===== config.mk =====
export PLATFORM = sky130hd
export DESIGN_NAME = tunnel_to_ethernet_encapsulator
export DESIGN_NICKNAME = d
export VERILOG_FILES = /design/src/rtl/t2e_pkg.sv /design/src/rtl/t2e_front.sv /design/src/rtl/t2e_queue.sv /design/src/rtl/t2e_back.sv /design/src/rtl/tunnel_to_ethernet_encapsulator.sv
export SDC_FILE = /design/constraint.sdc
export NUM_CORES = 1
export LEC_CHECK = 0
export BUFFER_PORTS_ARGS = -buffer_cell sky130_fd_sc_hd__buf_2
export CORE_AREA = 2 2 160 162
export CTS_CLUSTER_DIAMETER = 150
export DETAILED_ROUTE_END_ITERATION = 10
export DIE_AREA = 0 0 162 164
export PLACE_DENSITY = 0.77
export SETUP_SLACK_MARGIN = 0.1
export SYNTH_ARGS = -nofsm -noshare
export SYNTH_HDL_FRONTEND = slang
export SYNTH_HIERARCHICAL = 1
export SYNTH_SLANG_ARGS = --single-unit

===== constraint.sdc =====
create_clock -name clk -period 4.5 [get_ports clk]
set_input_delay 0.9 -clock clk [delete_from_list [all_inputs] [get_ports clk]]
set_output_delay 0.9 -clock clk [all_outputs]
set_load 0.01 [all_outputs]

===== src/rtl/t2e_pkg.sv =====
// Shared types and constants of the tunnel to Ethernet encapsulator.
package t2e_pkg;

	localparam int HDR_LEN = 14;
	localparam int Q_DEPTH = 4;
	localparam int Q_AW = 2;

	localparam logic [15:0] ETYPE_IPV4 = 16'h0800;
	localparam logic [15:0] ETYPE_IPV6 = 16'h86DD;
	localparam logic [3:0] VER_IPV4 = 4'd4;
	localparam logic [3:0] VER_IPV6 = 4'd6;
	localparam logic [2:0] FAMILY_BYTES = 3'd4;
	localparam logic [2:0] IDX_BODY = 3'd5;

	localparam logic [1:0] ST_OK = 2'd0;
	localparam logic [1:0] ST_SHORT = 2'd1;
	localparam logic [1:0] ST_NOT_IP = 2'd2;
	localparam logic [1:0] ST_TOO_LONG = 2'd3;

	localparam logic [2:0] REG_DST_MAC = 3'd0;
	localparam logic [2:0] REG_SOURCE_MAC = 3'd1;
	localparam logic [2:0] REG_MAX_FRAME_LEN = 3'd2;
	localparam logic [2:0] REG_FAMILY_IPV4 = 3'd3;
	localparam logic [2:0] REG_FAMILY_IPV6 = 3'd4;

	typedef enum logic [1:0] {
		CMD_DATA = 2'd0,
		CMD_HDR = 2'd1,
		CMD_ERR = 2'd2
	} cmd_kind_t;

	// One work item for the back part: a frame byte, a header plus byte, or an error.
	typedef struct packed {
		cmd_kind_t kind;
		logic [7:0] data;
		logic last;
		logic is_v6;
		logic [1:0] status;
	} cmd_t;

	typedef struct packed {
		logic [47:0] dst_mac;
		logic [47:0] source_mac;
		logic [15:0] max_frame_len;
		logic [31:0] family_ipv4_code;
		logic [31:0] family_ipv6_code;
	} cfg_t;

endpackage


===== src/rtl/t2e_front.sv =====
// Front part: collects the family word, classifies the packet and issues commands.
module t2e_front (
	input logic clk,
	input logic arst_n,
	input t2e_pkg::cfg_t cfg,
	input logic in_valid,
	output logic in_ready,
	input logic [7:0] in_byte,
	input logic in_last,
	output logic push,
	output t2e_pkg::cmd_t push_cmd,
	input logic q_full
);
	import t2e_pkg::*;

	logic [2:0] idx_q;
	logic [31:0] fam_q;
	logic disc_q;
	logic take;
	logic [3:0] ver;
	logic is_v4;
	logic is_v6;

	assign in_ready = !q_full;
	assign take = in_valid && in_ready;
	assign ver = in_byte[7:4];

	always_comb begin
		is_v4 = 1'b0;
		is_v6 = 1'b0;
		if (fam_q == cfg.family_ipv4_code) begin
			is_v4 = 1'b1;
		end else if (fam_q == cfg.family_ipv6_code) begin
			is_v6 = 1'b1;
		end else if (ver == VER_IPV4) begin
			is_v4 = 1'b1;
		end else if (ver == VER_IPV6) begin
			is_v6 = 1'b1;
		end
	end

	always_comb begin
		push = 1'b0;
		push_cmd.kind = CMD_DATA;
		push_cmd.data = in_byte;
		push_cmd.last = in_last;
		push_cmd.is_v6 = is_v6;
		push_cmd.status = ST_OK;
		if (take && !disc_q) begin
			if (idx_q < FAMILY_BYTES) begin
				if (in_last) begin
					push = 1'b1;
					push_cmd.kind = CMD_ERR;
					push_cmd.status = ST_SHORT;
				end
			end else if (idx_q == FAMILY_BYTES) begin
				push = 1'b1;
				if (is_v4 || is_v6) begin
					push_cmd.kind = CMD_HDR;
				end else begin
					push_cmd.kind = CMD_ERR;
					push_cmd.status = ST_NOT_IP;
				end
			end else begin
				push = 1'b1;
			end
		end
	end

	always_ff @(posedge clk or negedge arst_n) begin
		if (!arst_n) begin
			idx_q <= '0;
			fam_q <= '0;
			disc_q <= 1'b0;
		end else if (take) begin
			if (disc_q) begin
				if (in_last) begin
					disc_q <= 1'b0;
					idx_q <= '0;
					fam_q <= '0;
				end
			end else if (in_last) begin
				idx_q <= '0;
				fam_q <= '0;
			end else if (idx_q < FAMILY_BYTES) begin
				fam_q <= {fam_q[23:0], in_byte};
				idx_q <= idx_q + 3'd1;
			end else if (idx_q == FAMILY_BYTES) begin
				if (is_v4 || is_v6) begin
					idx_q <= IDX_BODY;
				end else begin
					// unknown type: drop the rest of the packet
					disc_q <= 1'b1;
					idx_q <= '0;
					fam_q <= '0;
				end
			end
		end
	end

endmodule


===== src/rtl/t2e_queue.sv =====
// Short command queue between the front and back parts.
module t2e_queue (
	input logic clk,
	input logic arst_n,
	input logic push,
	input t2e_pkg::cmd_t push_cmd,
	output logic full,
	input logic pop,
	output logic valid,
	output t2e_pkg::cmd_t head
);
	import t2e_pkg::*;

	cmd_t mem_q [Q_DEPTH];
	logic [Q_AW-1:0] wr_q;
	logic [Q_AW-1:0] rd_q;
	logic [Q_AW:0] cnt_q;
	logic do_push;
	logic do_pop;

	assign full = (cnt_q == (Q_AW+1)'(Q_DEPTH));
	assign valid = (cnt_q != '0);
	assign head = mem_q[rd_q];
	assign do_push = push && !full;
	assign do_pop = pop && valid;

	always_ff @(posedge clk) begin
		if (do_push) begin
			mem_q[wr_q] <= push_cmd;
		end
	end

	always_ff @(posedge clk or negedge arst_n) begin
		if (!arst_n) begin
			wr_q <= '0;
			rd_q <= '0;
			cnt_q <= '0;
		end else begin
			if (do_push) begin
				wr_q <= wr_q + Q_AW'(1);
			end
			if (do_pop) begin
				rd_q <= rd_q + Q_AW'(1);
			end
			if (do_push && !do_pop) begin
				cnt_q <= cnt_q + (Q_AW+1)'(1);
			end else if (do_pop && !do_push) begin
				cnt_q <= cnt_q - (Q_AW+1)'(1);
			end
		end
	end

endmodule


===== src/rtl/t2e_back.sv =====
// Back part: expands commands into frame words, enforces the frame limit, holds output.
module t2e_back #(
	parameter int LENGTH_BITS = 16
) (
	input logic clk,
	input logic arst_n,
	input t2e_pkg::cfg_t cfg,
	input logic cmd_valid,
	input t2e_pkg::cmd_t cmd,
	output logic cmd_pop,
	output logic out_valid,
	input logic out_ready,
	output logic [7:0] out_byte,
	output logic out_last,
	output logic [1:0] status
);
	import t2e_pkg::*;

	localparam int CW = (LENGTH_BITS > 16) ? LENGTH_BITS : 16;

	logic [LENGTH_BITS-1:0] olen_q;
	logic [3:0] cnt_q;
	logic drop_q;
	logic out_v_q;
	logic [7:0] byte_q;
	logic last_q;
	logic [1:0] st_q;

	logic step;
	logic in_hdr;
	logic at_limit;
	logic emit;
	logic [7:0] hdr_b [HDR_LEN];
	logic [7:0] cur_byte;
	logic [15:0] etype;
	logic [CW-1:0] mfl_w;
	logic [CW-1:0] mask_w;
	logic [CW-1:0] limit_w;

	assign mfl_w = CW'(cfg.max_frame_len);
	assign mask_w = CW'({LENGTH_BITS{1'b1}});
	assign limit_w = (mfl_w < mask_w) ? mfl_w : mask_w;
	assign at_limit = (CW'(olen_q) >= limit_w);

	assign etype = cmd.is_v6 ? ETYPE_IPV6 : ETYPE_IPV4;

	always_comb begin
		for (int i = 0; i < 6; i++) begin
			hdr_b[i] = cfg.dst_mac[8*(5-i) +: 8];
			hdr_b[6+i] = cfg.source_mac[8*(5-i) +: 8];
		end
		hdr_b[12] = etype[15:8];
		hdr_b[13] = etype[7:0];
	end

	assign in_hdr = (cmd.kind == CMD_HDR) && (cnt_q < 4'(HDR_LEN));
	assign cur_byte = in_hdr ? hdr_b[cnt_q] : cmd.data;

	assign step = cmd_valid && (!out_v_q || out_ready);
	assign emit = step && !drop_q;

	// pop at the end of a command: its last word, an error, the frame limit or while dropping
	always_comb begin
		cmd_pop = 1'b0;
		if (step) begin
			if (drop_q || cmd.kind == CMD_ERR || at_limit || !in_hdr) begin
				cmd_pop = 1'b1;
			end
		end
	end

	always_ff @(posedge clk or negedge arst_n) begin
		if (!arst_n) begin
			olen_q <= '0;
			cnt_q <= '0;
			drop_q <= 1'b0;
			out_v_q <= 1'b0;
		end else begin
			if (emit) begin
				out_v_q <= 1'b1;
			end else if (out_ready) begin
				out_v_q <= 1'b0;
			end
			if (step) begin
				if (drop_q) begin
					if (cmd.last) begin
						drop_q <= 1'b0;
					end
				end else if (cmd.kind == CMD_ERR) begin
					olen_q <= '0;
					cnt_q <= '0;
				end else if (at_limit) begin
					olen_q <= '0;
					cnt_q <= '0;
					drop_q <= !cmd.last;
				end else if (in_hdr) begin
					olen_q <= olen_q + LENGTH_BITS'(1);
					cnt_q <= cnt_q + 4'd1;
				end else begin
					cnt_q <= '0;
					olen_q <= cmd.last ? '0 : olen_q + LENGTH_BITS'(1);
				end
			end
		end
	end

	always_ff @(posedge clk) begin
		if (emit) begin
			if (cmd.kind == CMD_ERR) begin
				byte_q <= '0;
				last_q <= 1'b1;
				st_q <= cmd.status;
			end else if (at_limit) begin
				byte_q <= '0;
				last_q <= 1'b1;
				st_q <= ST_TOO_LONG;
			end else begin
				byte_q <= cur_byte;
				last_q <= !in_hdr && cmd.last;
				st_q <= ST_OK;
			end
		end
	end

	assign out_valid = out_v_q;
	assign out_byte = byte_q;
	assign out_last = last_q;
	assign status = st_q;

endmodule


===== src/rtl/tunnel_to_ethernet_encapsulator.sv =====
// Path: an accepted input word that yields a command enters the command queue at its edge
// and moves from there to the output register once that is free. Throughput: one word
// per cycle on each side unless a full queue or m_tready stalls it; an IP packet of N bytes
// leaves as N + 14 words. The back part emits one word per cycle while m_tready allows,
// so the header burst stalls the input once the four-entry command queue is full.
// Reset: arst_n clears packet state, the queue and config registers to their defaults.
module tunnel_to_ethernet_encapsulator #(
	parameter int LENGTH_BITS = 16
) (
	input logic clk,
	input logic arst_n,
	input logic cfg_we,
	input logic [2:0] cfg_index,
	input logic [47:0] cfg_wdata,
	input logic s_tvalid,
	output logic s_tready,
	input logic [7:0] s_tdata, // in_byte [7:0]
	input logic s_tlast,
	output logic m_tvalid,
	input logic m_tready,
	output logic [7:0] m_tdata, // out_byte [7:0]
	output logic m_tlast,
	output logic [1:0] m_tuser // status [1:0]
);
	import t2e_pkg::*;

	cfg_t cfg_q;
	logic push;
	cmd_t push_cmd;
	logic q_full;
	logic q_valid;
	cmd_t q_head;
	logic q_pop;

	always_ff @(posedge clk or negedge arst_n) begin
		if (!arst_n) begin
			cfg_q.dst_mac <= '0;
			cfg_q.source_mac <= '0;
			cfg_q.max_frame_len <= 16'd1514;
			cfg_q.family_ipv4_code <= 32'd2;
			cfg_q.family_ipv6_code <= 32'd30;
		end else if (cfg_we) begin
			unique case (cfg_index)
				REG_DST_MAC: cfg_q.dst_mac <= cfg_wdata;
				REG_SOURCE_MAC: cfg_q.source_mac <= cfg_wdata;
				REG_MAX_FRAME_LEN: cfg_q.max_frame_len <= cfg_wdata[15:0];
				REG_FAMILY_IPV4: cfg_q.family_ipv4_code <= cfg_wdata[31:0];
				REG_FAMILY_IPV6: cfg_q.family_ipv6_code <= cfg_wdata[31:0];
				default: ;
			endcase
		end
	end

	t2e_front u_front (
		.clk(clk),
		.arst_n(arst_n),
		.cfg(cfg_q),
		.in_valid(s_tvalid),
		.in_ready(s_tready),
		.in_byte(s_tdata),
		.in_last(s_tlast),
		.push(push),
		.push_cmd(push_cmd),
		.q_full(q_full)
	);

	t2e_queue u_queue (
		.clk(clk),
		.arst_n(arst_n),
		.push(push),
		.push_cmd(push_cmd),
		.full(q_full),
		.pop(q_pop),
		.valid(q_valid),
		.head(q_head)
	);

	t2e_back #(
		.LENGTH_BITS(LENGTH_BITS)
	) u_back (
		.clk(clk),
		.arst_n(arst_n),
		.cfg(cfg_q),
		.cmd_valid(q_valid),
		.cmd(q_head),
		.cmd_pop(q_pop),
		.out_valid(m_tvalid),
		.out_ready(m_tready),
		.out_byte(m_tdata),
		.out_last(m_tlast),
		.status(m_tuser)
	);

endmodule

; Word level (Yosys, flattened, before mapping)
; Memory sizes are Yosys's and may differ from the RTL's.
; Index checks and enable logic that the tools add are counted.
[word_totals]
ram_bits = 56
reg_bits = 252
elab_cells = 149
mem_count = 1
inputBits = 65
output_inout_bits = 13
[memory_table]
columns = memory, depth, word_bits, rd, rd_ports_with_merged_regs, write_ports, line
row1 = u_queue.mem_q, 4, 14, 1, 0, 1, t2e_queue.sv:14  ; cmd_t mem_q [Q_DEPTH];
[op_classes]
n_bitwise = 2
addsub = 7
n_mux = 65
n_reduce_logical = 37
n_lt_le_gt_ge = 5
eq_ne = 14
[ops]
columns = cell, count
row1 = $mux 32, 6
row2 = $mux 16, 6
row3 = $eq 32x32->1, 2
row4 = $bmux 8 s4, 1
row5 = $mux 1, 27
row6 = $mux 3, 8
row7 = $mux 8, 3
row8 = $mux 2, 11
row9 = $add 16x1->16 const B, 1
row10 = $ge 16x16->1, 1
row11 = $lt 16x16->1 const B, 1
row12 = $mux 4, 3
row13 = $reduce_and 2->1, 6
row14 = $logic_and 1x1->1, 10
row15 = $eq 3x3->1 const B, 3
row16 = $eq 4x3->1 const B, 2
row17 = $logic_not 1->1, 8
row18 = $add 3x1->3 const B, 2
row19 = $eq 3x2->1 const B, 2
row20 = $reduce_bool 3->1, 2
row21 = $ge 5x5->1 const B, 1
row22 = $logic_or 1x1->1, 5
row23 = $not 4->5, 1
row24 = $add 2x1->2 const B, 2
row25 = 15 further kinds, 16

; Longest topological paths before layout
; Gate-level depths: netlist of the first run.
[logic_depth]
ltp_word = 11
ltp_mapped = 15

; Hierarchy
; The synthesis of the first run kept the hierarchy.
[by_module_without_submodules]
columns = module, area_each_um2, cells_per_inst, seq_area_each_um2, n_inst
row1 = tunnel_to_ethernet_encapsulator, 6662.6, 376, 4419.2, 1
row2 = t2e_back, 2952.8, 285, 880.8, 1
row3 = t2e_front, 2533.7, 274, 900.9, 1
row4 = t2e_queue, 2477.4, 108, 1856.8, 1

; Least setup slack after synthesis of the first run
; Ideal clock, no wire load.
[synth_timing]
path_kind = reg-to-reg
from = reg u_back.olen_q[0]
to = reg u_queue.cnt_q[2]
path_slack_ns = 1.434
required_time_ns = 4.421
setup_time_ns = 0.079
period_less_slack_ns = 3.066
t_arrival_ns = 2.987
path_stages_with_launch = 16
cell_sequence = dfrtp_1 inv_1 ha_1 nand2b_1 a2111o_1 a32oi_2 buf_4 nand3_1 o21a_1 nand2_1 ha_1 inv_1 fa_1 xor2_1 nor2_1 xor2_1
[synth_between]
elab_chain_len = 9
word_cells_on_any_way = 11
classes_between = 1 x order compare / 3 x mux / 7 x reduce/logical
[synth_rtl]
columns = item, line
row1 = start: declaration, t2e_back.sv:21  ; logic [LENGTH_BITS-1:0] olen_q;
row2 = start signal: assignment, t2e_back.sv:97  ; olen_q <= olen_q + LENGTH_BITS'(1);
row3 = start signal: assignment, t2e_back.sv:101  ; olen_q <= cmd.last ? '0 : olen_q + LENGTH_BITS'(1);
row4 = $ge 16x16->1 (*), t2e_back.sv:43  ; assign at_limit = (CW'(olen_q) >= limit_w);
row5 = $logic_or 1x1->1 (*) (2 in series), t2e_back.sv:66  ; if (drop_q || cmd.kind == CMD_ERR || at_limit || !in_hdr) begin
row6 = $mux 1 (*), t2e_back.sv:66
row7 = $mux 1 (*), t2e_back.sv:65  ; if (step) begin
row8 = net q_pop, tunnel_to_ethernet_encapsulator.sv:33  ; logic q_pop;
row9 = $logic_and 1x1->1 (*), t2e_queue.sv:25  ; assign do_pop = pop && valid;
row10 = $logic_not 1->1, t2e_queue.sv:45  ; if (do_push && !do_pop) begin
row11 = $logic_and 1x1->1, t2e_queue.sv:45
row12 = $mux 3 or $reduce_bool 2->1 (tied branches), -
row13 = end signal: assignment, t2e_queue.sv:46  ; cnt_q <= cnt_q + (Q_AW+1)'(1);
row14 = end signal: assignment, t2e_queue.sv:48  ; cnt_q <= cnt_q - (Q_AW+1)'(1);
row15 = end: declaration, t2e_queue.sv:17  ; logic [Q_AW:0] cnt_q;
; Mark *: on every way through the listed nets, which the timed path passes. The rest lies on a longest branch.
; A chain may end at the register's enable or synchronous reset.

==> results of run 1 <==
[final timing paths]
check,startpoint,endpoint,slack (ns)
setup reg to reg,u_queue/rd_q[0]$_DFFE_PN0P_,u_queue/cnt_q[2]$_DFFE_PN0P_,0.89
setup / recovery,u_queue/rd_q[0]$_DFFE_PN0P_,u_queue/cnt_q[2]$_DFFE_PN0P_,0.89
max in group asynchronous,arst_n,cfg_q[3]$_DFFE_PN1P_,3.17
hold reg to reg,cfg_q[164]$_DFFE_PN0P_,cfg_q[164]$_DFFE_PN0P_,0.48
hold / removal,arst_n,u_front/idx_q[1]$_DFFE_PN0P_,0.35
min in group clk,cfg_q[164]$_DFFE_PN0P_,cfg_q[164]$_DFFE_PN0P_,0.48
[cell type report]
type	instances	area (um2)
Fill cell	1817	8589
Sequential cell	308	8059
Multi-Input combinational cell	604	5869
Clock buffer	41	883.3
Timing Repair Buffer	91	513.0
Tap cell	330	412.9
Inverter	72	270.3
Clock inverter	16	219.0
Antenna cell	1	2.502
[layer usage]
metal / vias to the layer above / track usage (%) / share of wire [%]
li1: 3897 / - / -
met3: 64 / 4.672 / 5.9
met1: 4440 / 35.29 / 43
met5: - / 0 / 0.034
met2: 269 / 40.74 / 48
met4: 2 / 8.488 / 3.6
[state kept, by name (all words and copies together) (netlist names)]
register and count:
u_back/out_valid 1, u_back/status 2, u_queue/wr_q 2, u_queue/rd_q 2
u_back/olen_q 16, u_back/cnt_q 4, u_front/disc_q 1, u_queue/mem_q 56
u_back/drop_q 1, u_back/out_last 1, u_queue/cnt_q 3, u_front/idx_q 3
u_back/out_byte 8, u_front/fam_q 32, cfg_q 176
[per-stage QoR]
stage | worst slack, ns | total power [mW]
final | 0.8905 | 9.215
after global routing | 0.6314 | 9.681
after CTS | 0.8975 | 9.256
after detailed placement | 0.9234 | 6.480
after global placement | 1.001 | 6.391
after floorplan | 1.434 | 5.775
[layout by cell type, fill, tap and decap left out, types with 5 or more instances in the layout]
master	netlist	layout
sky130_fd_sc_hd__clkbuf_16	0	33
sky130_fd_sc_hd__a31oi_1	5	5
sky130_fd_sc_hd__nand4_1	13	13
sky130_fd_sc_hd__nor3_2	5	6
sky130_fd_sc_hd__xnor2_1	7	7
sky130_fd_sc_hd__nor3_1	7	6
sky130_fd_sc_hd__mux2_1	24	24
sky130_fd_sc_hd__a21oi_1	23	23
sky130_fd_sc_hd__o22ai_1	5	5
sky130_fd_sc_hd__o21ai_2	30	30
sky130_fd_sc_hd__edfxtp_1	67	67
sky130_fd_sc_hd__mux2_2	144	144
sky130_fd_sc_hd__nor2_1	15	15
sky130_fd_sc_hd__buf_2	14	76
sky130_fd_sc_hd__xor2_1	72	72
sky130_fd_sc_hd__o221a_2	5	5
sky130_fd_sc_hd__o21ai_0	9	9
sky130_fd_sc_hd__ha_1	27	27
sky130_fd_sc_hd__clkinv_2	0	7
sky130_fd_sc_hd__nor2b_1	6	6
sky130_fd_sc_hd__o21a_1	6	6
sky130_fd_sc_hd__nand2_1	29	29
sky130_fd_sc_hd__inv_1	72	72
sky130_fd_sc_hd__dfrtp_1	229	228
sky130_fd_sc_hd__bufinv_16	0	5
sky130_fd_sc_hd__buf_4	14	13
sky130_fd_sc_hd__mux2_4	10	10
sky130_fd_sc_hd__dfstp_2	12	12
sky130_fd_sc_hd__nand2b_1	7	7
sky130_fd_sc_hd__mux4_2	31	31
sky130_fd_sc_hd__nor4_1	17	17
sky130_fd_sc_hd__nand3_1	43	43
sky130_fd_sc_hd__mux2i_1	6	6
sky130_fd_sc_hd__mux4_1	9	9
[power by group through the flow]
stage / Clock, mW / Combinational (mW) / Sequential, mW
6_report: 2.75 / 2.52 / 3.95
5_1_grt: 2.92 / 2.73 / 4.03
4_1_cts: 2.80 / 2.50 / 3.96
3_5_place_dp: 0 / 2.48 / 4.00
3_3_place_gp: 0 / 2.42 / 3.97
2_1_floorplan: 0 / 1.93 / 3.85
[cell families (layout without fill, tap and decap cells)]
logic type,Yosys count,in the layout,synth area share [%]
AOI/OAI and AO/OA,103,103,5.312
other,0,1,0
and+or+nand+nor,170,170,6.784
adders and majority gates,28,28,2.447
buffers and inverters,131,220,4.876
xor gates and xnor gates,79,79,4.731
muxes,224,224,20.76
DFF,308,308,55.09
[worst max-delay path, cell delays in order (launching register included)]
cell,delay [ns]
sky130_fd_sc_hd__dfrtp_1,0.70
sky130_fd_sc_hd__mux4_2,0.59
sky130_fd_sc_hd__nor2b_1,0.21
sky130_fd_sc_hd__and2_1,0.42
sky130_fd_sc_hd__nand3_1,0.21
sky130_fd_sc_hd__o21a_1,0.25
sky130_fd_sc_hd__nand2_1,0.10
sky130_fd_sc_hd__ha_1,0.19
sky130_fd_sc_hd__inv_1,0.06
sky130_fd_sc_hd__fa_1,0.37
sky130_fd_sc_hd__xor2_1,0.17
sky130_fd_sc_hd__nor2_1,0.12
sky130_fd_sc_hd__xor2_1,0.15
==> results.py, run 1 <==
metrics = {
    "status": {
        "outcome": "complete, no violations",
    },
    "die": {
        "die-height_um": 164,
        "core-area_um2": 24820,
        "initial_utilization_pct": 58.93,
        "floorplan.die_area_um2": 26570,
        "std_cell_rows": 58,
        "pin_count": 78,
        "fp.dieW_um": 162,
    },
    "detailed_routing": {
        "initialDrtViolationCount": 693,
        "viasPerCell": 5.928,
        "drtPass1Iterations": 6,
        "wire_length_per_cell_after_detailed_routing_um": 22.27,
        "drcViolationCount": 0,
        "antenna_violating_nets_post_route": 0,
        "finalWirelength_um": 32580,
        "route.vias.total": 8672,
    },
    "placed_design": {
        "portBuffers": 77,
        "dpl-instance-area_um2": 15120,
        "globalplace.congestion": 0.8166,
        "place_hpwl_um": 22180,
        "numPlacedInstances": 1405,
    },
    "yosys": {
        "synthTopCellsByArea": "sky130_fd_sc_hd__dfrtp_1 39%, sky130_fd_sc_hd__edfxtp_1 14%, sky130_fd_sc_hd__mux2_2 11%",
        "postSynthNetCount": 1136,
        "syn_area_per_cell_um2": 14.02,
        "synth_largest_type_area_fraction_pct": 39.18,
        "most_frequent_cell_after_synthesis": "sky130_fd_sc_hd__dfrtp_1",
        "synth_top_cell_by_area": "sky130_fd_sc_hd__dfrtp_1",
        "async_flop_share_pct": 78.25,
        "ys_top_cells_by_count": "229 x sky130_fd_sc_hd__dfrtp_1, 144 x sky130_fd_sc_hd__mux2_2, 72 x sky130_fd_sc_hd__inv_1, 72 x sky130_fd_sc_hd__xor2_1, 67 x sky130_fd_sc_hd__edfxtp_1",
        "ys.warnings.count": 6,
        "synth_sequential_area_ratio_pct": 55.09,
        "synth-seq-cells": 308,
        "post_synth_top_flop": "sky130_fd_sc_hd__dfrtp_1",
        "synth_enable_flop_cells": 67,
        "synthDistinctLibCells": 68,
        "syn-instance-count": 1043,
        "mappedNetlistArea_um2": 14630,
    },
    "clock_tree": {
        "cts_tree": "yes",
        "clock_net_sink_count": 308,
        "postCtsHoldBufs": 0,
        "cts.root.buffer_cell": "sky130_fd_sc_hd__clkbuf_16",
        "cts-buffers-inserted": 31,
        "cts-root-to-sink-buffers": 3,
        "post_cts_resize_count": 0,
        "clock_tree.htree_level_count": 1,
        "clkSlewWorstSetupHoldPaths_ns": 0.06,
        "postCtsSetupBuffers": 0,
        "clk_latency_worst_skew_pair_ns": 0.55,
    },
    "final_layout": {
        "nNetsFinal": 1201,
        "final_layout_size_suffix_gt1_share_pct": 35.42,
        "postLayoutCoreUtil_pct": 65.39,
        "final_cells": 1463,
        "area_grow_syn2layout_pct": 10.96,
        "finish.instance_area_um2": 16230,
    },
    "worst_setup_path": {
        "crit_end_element": "flip-flop",
        "critical_path_class": "flip-flop to flip-flop",
        "timing.critical_path.arrival_ns": 4.08,
        "crit_path_start_kind": "flip-flop",
        "rr_worst_depth": 12,
        "cp.required_ns": 4.97,
        "cp_max_fo": 13,
    },
    "run": {
        "max_cap_viol_count": 0,
    },
    "sta": {
        "slew_headroom_pct": 31.21,
        "layout_min_cycle_time_ns": 3.609,
        "hold_viol": 0,
        "worst_case_clock_skew_ns": 0.01306,
        "transition_time_at_the_pin_with_the_least_slew_margin_ns": 1.032,
        "rsz0062_at_grt": "no",
        "setup_total_negative_slack_ns": 0,
        "timing.fmax_ghz": 0.2770,
        "post-route-period-util_pct": 80.21,
        "final-setup-viol-count": 0,
        "finalMaxSlewViolations": 0,
        "hold_ws_ns": 0.3515,
    },
    "grt": {
        "global_route.overflow_total": 0,
        "grt_usage_pct": 25.33,
        "grt_antenna_before_repair": 1,
        "first_global_vias": 8724,
        "grt_pass1_wl_um": 51240,
        "maximum_number_of_pins_on_one_net_before_global_route_repair": 90,
    },
    "power": {
        "clockPowerShare_pct": 29.8,
        "share_of_total_power_consumed_by_net_switching_pct": 31.19,
        "internal-power_mw": 6.341,
        "power_per_cell_area_nw_per_um2": 567.8,
        "reported_net_switching_power_mw": 2.874,
        "p_comb_share_pct": 27.3,
        "sequentialPowerShare_pct": 42.9,
        "maximum_resistive_drop_on_vdd_v": 0.0005138,
        "power.static_leakage_nw": 6.911,
    },
    "min_path": {
        "hold_class": "input pin to async pin",
    },
}
No activity file was read; power rests on OpenSTA's default activity.
==> run 2, diff against run 1 <==
--- a/config.mk
+++ b/config.mk
@@ -5,11 +5,12 @@
 export SDC_FILE = /design/constraint.sdc
 export NUM_CORES = 1
 export LEC_CHECK = 0
+export ABC_AREA = 1
 export BUFFER_PORTS_ARGS = -buffer_cell sky130_fd_sc_hd__buf_2
-export CORE_AREA = 2 2 160 162
+export CORE_AREA = 2 2 167 169
 export CTS_CLUSTER_DIAMETER = 150
 export DETAILED_ROUTE_END_ITERATION = 10
-export DIE_AREA = 0 0 162 164
+export DIE_AREA = 0 0 169 171
 export PLACE_DENSITY = 0.77
 export SETUP_SLACK_MARGIN = 0.1
 export SYNTH_ARGS = -nofsm -noshare
==> constraint.sdc (replaced) <==
create_clock -name clk -period 3.7 [get_ports clk]
set_input_delay 0.74 -clock clk [delete_from_list [all_inputs] [get_ports clk]]
set_output_delay 0.74 -clock clk [all_outputs]
set_load 0.01 [all_outputs]
==> results.py, run 2 <==
metrics = {
    "clock_tree": {
        "clk_latency_worst_skew_pair_ns": 0.51,
        "postCtsSetupBuffers": 0,
        "post_cts_resize_count": 0,
        "cts-buffers-inserted": 35,
        "postCtsHoldBufs": 0,
        "clock_net_sink_count": 308,
        "cts.root.buffer_cell": "sky130_fd_sc_hd__clkbuf_16",
        "clkSlewWorstSetupHoldPaths_ns": 0.06,
        "cts_tree": "yes",
        "cts-root-to-sink-buffers": 3,
        "clock_tree.htree_level_count": 2,
    },
    "worst_setup_path": {
        "cp.required_ns": 4.08,
        "critical-path-slowest-cell": "sky130_fd_sc_hd__dfrtp_1",
        "worstPathCellList": "inv_4 > o211ai_2 > nand2_1 > inv_1 > nand3_2 > inv_1 > nand3_1 > nand2_1 > inv_1 > nand2_1 > ha_1 > inv_1 > fa_1 > nand2_1 > nand3_1 > nand2_1 > nand2_1",
        "timing.critical_path.arrival_ns": 3.55,
        "crit_path_start_kind": "flip-flop",
        "crit_family": "simple AND/OR/NAND/NOR gates",
        "cp_max_fo": 16,
        "critical_path_class": "flip-flop to flip-flop",
        "worst-path-buf-inv": 5,
        "cp_common_cell": "sky130_fd_sc_hd__nand2_1",
        "crit_end_element": "flip-flop",
        "timing.critical_path.slowest_cell_delay_ns": 0.74,
        "slack_of_the_worst_reg_to_reg_path_ns": 0.53,
    },
    "final_layout": {
        "number_of_filler_instances_in_the_final_layout": 2338,
        "final_layout_size_suffix_gt1_share_pct": 14.59,
        "max_flop_register": "cfg_q",
        "highest_count_cells_in_the_layout_ignoring_fill_and_taps": "638 x sky130_fd_sc_hd__nand2_1, 229 x sky130_fd_sc_hd__dfrtp_1, 188 x sky130_fd_sc_hd__nand3_1",
        "top_regs": "cfg_q: 176 flops, u_queue/mem_q: 56 flops, u_front/fam_q: 32 flops",
        "largest_register_ff_count": 176,
        "mostFrequentLayoutCell": "sky130_fd_sc_hd__nand2_1",
        "nNetsFinal": 2050,
        "area_grow_syn2layout_pct": 9.516,
        "finish.instance_area_um2": 17520,
    },
    "placed_design": {
        "place_hpwl_um": 26730,
        "portBuffers": 77,
        "dpl-instance-area_um2": 16400,
        "globalplace.congestion": 0.8895,
    },
    "yosys": {
        "synth-seq-cells": 308,
        "async_flop_share_pct": 78.25,
        "ys.warnings.count": 6,
        "ys_top_cells_by_count": "638 x sky130_fd_sc_hd__nand2_1, 229 x sky130_fd_sc_hd__dfrtp_1, 188 x sky130_fd_sc_hd__nand3_1, 158 x sky130_fd_sc_hd__inv_1, 151 x sky130_fd_sc_hd__nor2_1",
        "synthDistinctLibCells": 45,
        "synthTopCellsByArea": "sky130_fd_sc_hd__dfrtp_1 36%, sky130_fd_sc_hd__nand2_1 15%, sky130_fd_sc_hd__edfxtp_1 13%",
        "synth_sequential_area_ratio_pct": 50.36,
        "synth_enable_flop_cells": 67,
        "synth_top_cell_by_area": "sky130_fd_sc_hd__dfrtp_1",
        "most_frequent_cell_after_synthesis": "sky130_fd_sc_hd__nand2_1",
        "syn-instance-count": 1924,
        "mappedNetlistArea_um2": 16000,
        "post_synth_top_flop": "sky130_fd_sc_hd__dfrtp_1",
        "syn_area_per_cell_um2": 8.317,
        "synth_largest_type_area_fraction_pct": 35.81,
        "postSynthNetCount": 2017,
    },
    "sta": {
        "worst_case_clock_skew_ns": 0.01629,
        "hold_viol": 0,
        "layout_min_cycle_time_ns": 3.167,
        "transition_time_at_the_pin_with_the_least_slew_margin_ns": 0.8357,
        "timing.fmax_ghz": 0.3158,
        "post-route-period-util_pct": 85.59,
        "slew_headroom_pct": 44.23,
        "final-setup-viol-count": 0,
        "finalMaxSlewViolations": 0,
        "setup_total_negative_slack_ns": 0,
        "rsz0062_at_grt": "no",
    },
    "detailed_routing": {
        "finalWirelength_um": 40490,
        "viasPerCell": 5.628,
        "wire_length_per_cell_after_detailed_routing_um": 17.39,
        "initialDrtViolationCount": 1471,
        "drtPass1Iterations": 5,
        "drcViolationCount": 0,
        "antenna_violating_nets_post_route": 0,
        "route.vias.total": 13103,
    },
    "grt": {
        "first_global_vias": 12773,
        "grt_usage_pct": 28.36,
        "grt_pass1_wl_um": 65340,
        "grt_antenna_before_repair": 1,
        "maximum_number_of_pins_on_one_net_before_global_route_repair": 76,
        "global_route.overflow_total": 0,
    },
    "die": {
        "floorplan.die_area_um2": 28900,
        "pin_count": 78,
        "fp.dieW_um": 169,
        "std_cell_rows": 61,
        "core-area_um2": 27320,
        "initial_utilization_pct": 58.56,
        "die-height_um": 171,
    },
    "power": {
        "power_per_cell_area_nw_per_um2": 672.8,
        "maximum_resistive_drop_on_vdd_v": 0.0003611,
        "total_power_mw": 11.79,
        "power.static_leakage_nw": 8.695,
    },
    "min_path": {
        "hold_class": "input pin to async pin",
    },
    "run": {
        "max_cap_viol_count": 0,
    },
    "status": {
        "outcome": "complete, no violations",
    },
}
run 2: worst reg2reg max path, stage by stage, from the launching register on:
cell	delay, ns
sky130_fd_sc_hd__dfrtp_1	0.74
sky130_fd_sc_hd__inv_4	0.23
sky130_fd_sc_hd__o211ai_2	0.13
sky130_fd_sc_hd__nand2_1	0.06
sky130_fd_sc_hd__inv_1	0.08
sky130_fd_sc_hd__nand3_2	0.16
sky130_fd_sc_hd__inv_1	0.32
sky130_fd_sc_hd__nand3_1	0.13
sky130_fd_sc_hd__nand2_1	0.08
sky130_fd_sc_hd__inv_1	0.06
sky130_fd_sc_hd__nand2_1	0.10
sky130_fd_sc_hd__ha_1	0.18
sky130_fd_sc_hd__inv_1	0.07
sky130_fd_sc_hd__fa_1	0.38
sky130_fd_sc_hd__nand2_1	0.12
sky130_fd_sc_hd__nand3_1	0.09
sky130_fd_sc_hd__nand2_1	0.07
sky130_fd_sc_hd__nand2_1	0.06
run 2: metal layers:
layer,share of wire (%),global-route usage [%],vias up
met5,0,0,-
met2,47,47.33,480
met1,43,38.38,6327
met3,7.0,4.141,88
li1,-,-,6208
met4,3.0,9.588,0
run 2: cells by family after synthesis:
| group | synth area share [%] |
|---|---|
| flip-flops | 50.36 |
| AND/OR/NAND/NOR | 30.32 |
| AO/OA/AOI/OAI | 5.927 |
| adder cells (fa/ha/maj) | 2.236 |
| XOR/XNOR | 2.956 |
| buffers and inverters | 8.202 |
run 2: per-stage QoR:
step / worst slack (ns) / utilization, % / hold WS, ns / cells
3_3_place_gp: 0.7247 / 60.01 / 0.4486 / 2266
6_report: 0.5333 / 64.14 / 0.2114 / 2328
2_1_floorplan: 1.141 / - / 0.4366 / 1924
5_1_grt: 0.2449 / 64.13 / 0.2586 / 2327
4_1_cts: 0.5664 / 64.13 / 0.2312 / 2327
3_5_place_dp: 0.5972 / 60.01 / 0.4534 / 2266
run 2: path summary, 6_finish.rpt:
| path | from | end | depth (start not counted) |
|---|---|---|---|
| worst max-delay path | u_queue/rd_q[1]$_DFFE_PN0P_ | u_queue/cnt_q[2]$_DFFE_PN0P_ | 17 |
| worst min-delay path | arst_n | u_back/olen_q[2]$_DFFE_PN0P_ | 1 |
| worst max register to register | u_queue/rd_q[1]$_DFFE_PN0P_ | u_queue/cnt_q[2]$_DFFE_PN0P_ | 17 |
| worst min register to register | cfg_q[70]$_DFFE_PN1P_ | cfg_q[70]$_DFFE_PN1P_ | 2 |
| max in group asynchronous | arst_n | cfg_q[3]$_DFFE_PN1P_ | 2 |
| min in group clk | cfg_q[70]$_DFFE_PN1P_ | cfg_q[70]$_DFFE_PN1P_ | 2 |
run 2: power breakdown:
group	internal [mW]	switching (mW)	total, mW
Clock	2.07	1.33	3.41
Sequential	4.22	0.527	4.74
Combinational	1.24	2.40	3.64
run 2: final cells by class:
type / instances / area (um2) / area share, %
Multi-Input combinational cell: 1339 / 6636 / 37.87
Timing Repair Buffer: 103 / 628.1 / 3.584
Clock inverter: 10 / 127.6 / 0.7283
Antenna cell: 1 / 2.502 / 0.01428
Clock buffer: 51 / 996.0 / 5.683
Tap cell: 346 / 432.9 / 2.470
Sequential cell: 308 / 8058 / 45.98
Inverter: 170 / 643.1 / 3.670
==> run 3, diff against run 2 <==
--- a/config.mk
+++ b/config.mk
@@ -7,11 +7,11 @@
 export LEC_CHECK = 0
 export ABC_AREA = 1
 export BUFFER_PORTS_ARGS = -buffer_cell sky130_fd_sc_hd__buf_2
-export CORE_AREA = 2 2 167 169
+export CORE_AREA = 2 2 174 176
 export CTS_CLUSTER_DIAMETER = 150
 export DETAILED_ROUTE_END_ITERATION = 10
-export DIE_AREA = 0 0 169 171
-export PLACE_DENSITY = 0.77
+export DIE_AREA = 0 0 176 178
+export PLACE_DENSITY = 0.72
 export SETUP_SLACK_MARGIN = 0.1
 export SYNTH_ARGS = -nofsm -noshare
 export SYNTH_HDL_FRONTEND = slang
==> results.py, run 3 (same netlist as run 2, synthesis figures left out) <==
metrics = {
    "power": {
        "sequentialPowerShare_pct": 38.9,
        "total_power_mw": 12.07,
        "power.static_leakage_nw": 8.752,
        "share_of_total_power_consumed_by_net_switching_pct": 36.21,
        "reported_net_switching_power_mw": 4.372,
        "maximum_resistive_drop_on_vdd_v": 0.0003210,
        "power_per_cell_area_nw_per_um2": 683.1,
        "clockPowerShare_pct": 30.3,
        "internal-power_mw": 7.702,
        "p_comb_share_pct": 30.8,
    },
    "sta": {
        "finalMaxSlewViolations": 0,
        "worst_case_clock_skew_ns": 0.02498,
        "setup_total_negative_slack_ns": 0,
        "hold_viol": 0,
        "hold_ws_ns": 0.2518,
        "slew_headroom_pct": 20.75,
        "rsz0062_at_grt": "no",
        "transition_time_at_the_pin_with_the_least_slew_margin_ns": 1.186,
        "timing.fmax_ghz": 0.3348,
        "layout_min_cycle_time_ns": 2.987,
        "final-setup-viol-count": 0,
        "post-route-period-util_pct": 80.73,
    },
    "detailed_routing": {
        "drtPass1Iterations": 5,
        "wl_met2_um": 19590,
        "drcViolationCount": 0,
        "route.vias.total": 13065,
        "wire_length_per_cell_after_detailed_routing_um": 17.44,
        "initialDrtViolationCount": 1368,
        "wl_met3_um": 2697,
        "finalWirelength_um": 41380,
        "antenna_violating_nets_post_route": 0,
        "top_layer": "met4",
        "viasPerCell": 5.506,
        "met1_length_um": 17990,
    },
    "final_layout": {
        "max_flop_register": "cfg_q",
        "nNetsFinal": 2050,
        "mostFrequentLayoutCell": "sky130_fd_sc_hd__nand2_1",
        "final_cells": 2373,
        "final_layout_size_suffix_gt1_share_pct": 15.03,
        "largest_register_ff_count": 176,
        "highest_count_cells_in_the_layout_ignoring_fill_and_taps": "638 x sky130_fd_sc_hd__nand2_1, 229 x sky130_fd_sc_hd__dfrtp_1, 188 x sky130_fd_sc_hd__nand3_1",
        "top_regs": "cfg_q: 176 flops, u_queue/mem_q: 56 flops, u_front/fam_q: 32 flops",
        "antenna-diode-count": 0,
        "area_grow_syn2layout_pct": 10.46,
        "finish.instance_area_um2": 17680,
    },
    "clock_tree": {
        "post_cts_resize_count": 0,
        "cts-root-to-sink-buffers": 3,
        "clk_latency_worst_skew_pair_ns": 0.52,
        "clock_net_sink_count": 308,
        "cts-buffers-inserted": 35,
        "clkSlewWorstSetupHoldPaths_ns": 0.06,
        "postCtsHoldBufs": 0,
        "clock_tree.htree_level_count": 2,
        "postCtsSetupBuffers": 0,
        "cts_tree": "yes",
        "cts.root.buffer_cell": "sky130_fd_sc_hd__clkbuf_16",
    },
    "die": {
        "fp.dieW_um": 176,
        "core-area_um2": 29400,
        "die-height_um": 178,
        "floorplan.die_area_um2": 31330,
        "initial_utilization_pct": 54.42,
        "std_cell_rows": 63,
        "pin_count": 78,
    },
    "grt": {
        "grt_pass1_wl_um": 66520,
        "global_route.overflow_total": 0,
        "grt_antenna_before_repair": 0,
        "maximum_number_of_pins_on_one_net_before_global_route_repair": 97,
        "grt_usage_pct": 26.76,
        "first_global_vias": 12847,
    },
    "worst_setup_path": {
        "critical-path-slowest-cell": "sky130_fd_sc_hd__dfrtp_1",
        "worstPathCellList": "inv_2 > nand2_1 > o211ai_1 > nand2_1 > inv_1 > nand3_2 > inv_1 > nand3_1 > nand2_1 > inv_1 > nand2_1 > ha_1 > inv_1 > fa_1 > nand2_1 > nand3_1 > nand2_1 > nand2_1",
        "crit_path_start_kind": "flip-flop",
        "cp_max_fo": 19,
        "cp.required_ns": 4.09,
        "crit_end_element": "flip-flop",
        "timing.critical_path.slowest_cell_delay_ns": 0.40,
        "cp_common_cell": "sky130_fd_sc_hd__nand2_1",
        "timing.critical_path.arrival_ns": 3.38,
        "critical_path_class": "flip-flop to flip-flop",
    },
    "placed_design": {
        "place_hpwl_um": 27290,
        "numPlacedInstances": 2310,
        "portBuffers": 77,
        "dpl-instance-area_um2": 16450,
        "globalplace.congestion": 0.8991,
    },
    "run": {
        "max_cap_viol_count": 0,
    },
    "min_path": {
        "hold_class": "input pin to async pin",
    },
    "status": {
        "outcome": "complete, no violations",
    },
}
run 3: cell types whose count changed in the layout (fill, tap and decap cells not counted), sizes merged:
cell,before,now
diode,1,0
bufinv,3,5
clkbuf,51,43
clkinv,7,14
inv,170,171
run 3: final cells by class:
cell class | instances | area [um2]
Sequential cell | 308 | 8058
Clock inverter | 20 | 245.2
Multi-Input combinational cell | 1339 | 6636
Clock buffer | 43 | 977.2
Fill cell | 2566 | 11730
Inverter | 170 | 643.1
Timing Repair Buffer | 103 | 628.1
Tap cell | 390 | 488.0
run 3: stage by stage:
step / setup slack (ns) / util (%)
2_1_floorplan: 1.141 / -
3_3_place_gp: 0.9190 / 55.96
3_5_place_dp: 0.8072 / 55.96
4_1_cts: 0.7833 / 60.12
5_1_grt: 0.4566 / 60.12
6_report: 0.7131 / 60.12
run 3: worst paths after layout:
kind	cells after the start	end	slack, ns	startpoint
setup / recovery	18	u_queue/cnt_q[2]$_DFFE_PN0P_	0.71	u_queue/rd_q[0]$_DFFE_PN0P_
hold / removal	1	u_back/olen_q[1]$_DFFE_PN0P_	0.25	arst_n
setup reg to reg	18	u_queue/cnt_q[2]$_DFFE_PN0P_	0.71	u_queue/rd_q[0]$_DFFE_PN0P_
hold reg to reg	2	cfg_q[72]$_DFFE_PN1P_	0.46	cfg_q[72]$_DFFE_PN1P_
max in group asynchronous	2	u_back/olen_q[15]$_DFFE_PN0P_	2.46	arst_n
min in group clk	2	cfg_q[72]$_DFFE_PN1P_	0.46	cfg_q[72]$_DFFE_PN1P_
run 3: power by group through the flow:
stage               logic, mW  registers (mW)  clock network [mW]
floorplan                2.82            4.65                   0
global placement         3.57            4.73                   0
detailed placement       3.68            4.75                   0
CTS                      3.70            4.70                3.71
global route             4.14            4.78                3.85
finish                   3.72            4.70                3.65
run 3: critical path: cells and delay by family (launching register included):
family | cells | cell delay [ns]
flip-flops | 1 | 0.40
AO/OA/AOI/OAI | 1 | 0.09
AND/OR/NAND/NOR | 10 | 0.98
adder cells (fa/ha/maj) | 2 | 0.58
buffers and inverters | 5 | 0.83
run 3: per-layer routing:
layer / up-vias / GRT usage (%)
met1: 6352 / 36.54
li1: 6211 / -
met3: 77 / 3.922
met5: - / 0
met2: 425 / 44.31
met4: 0 / 8.643
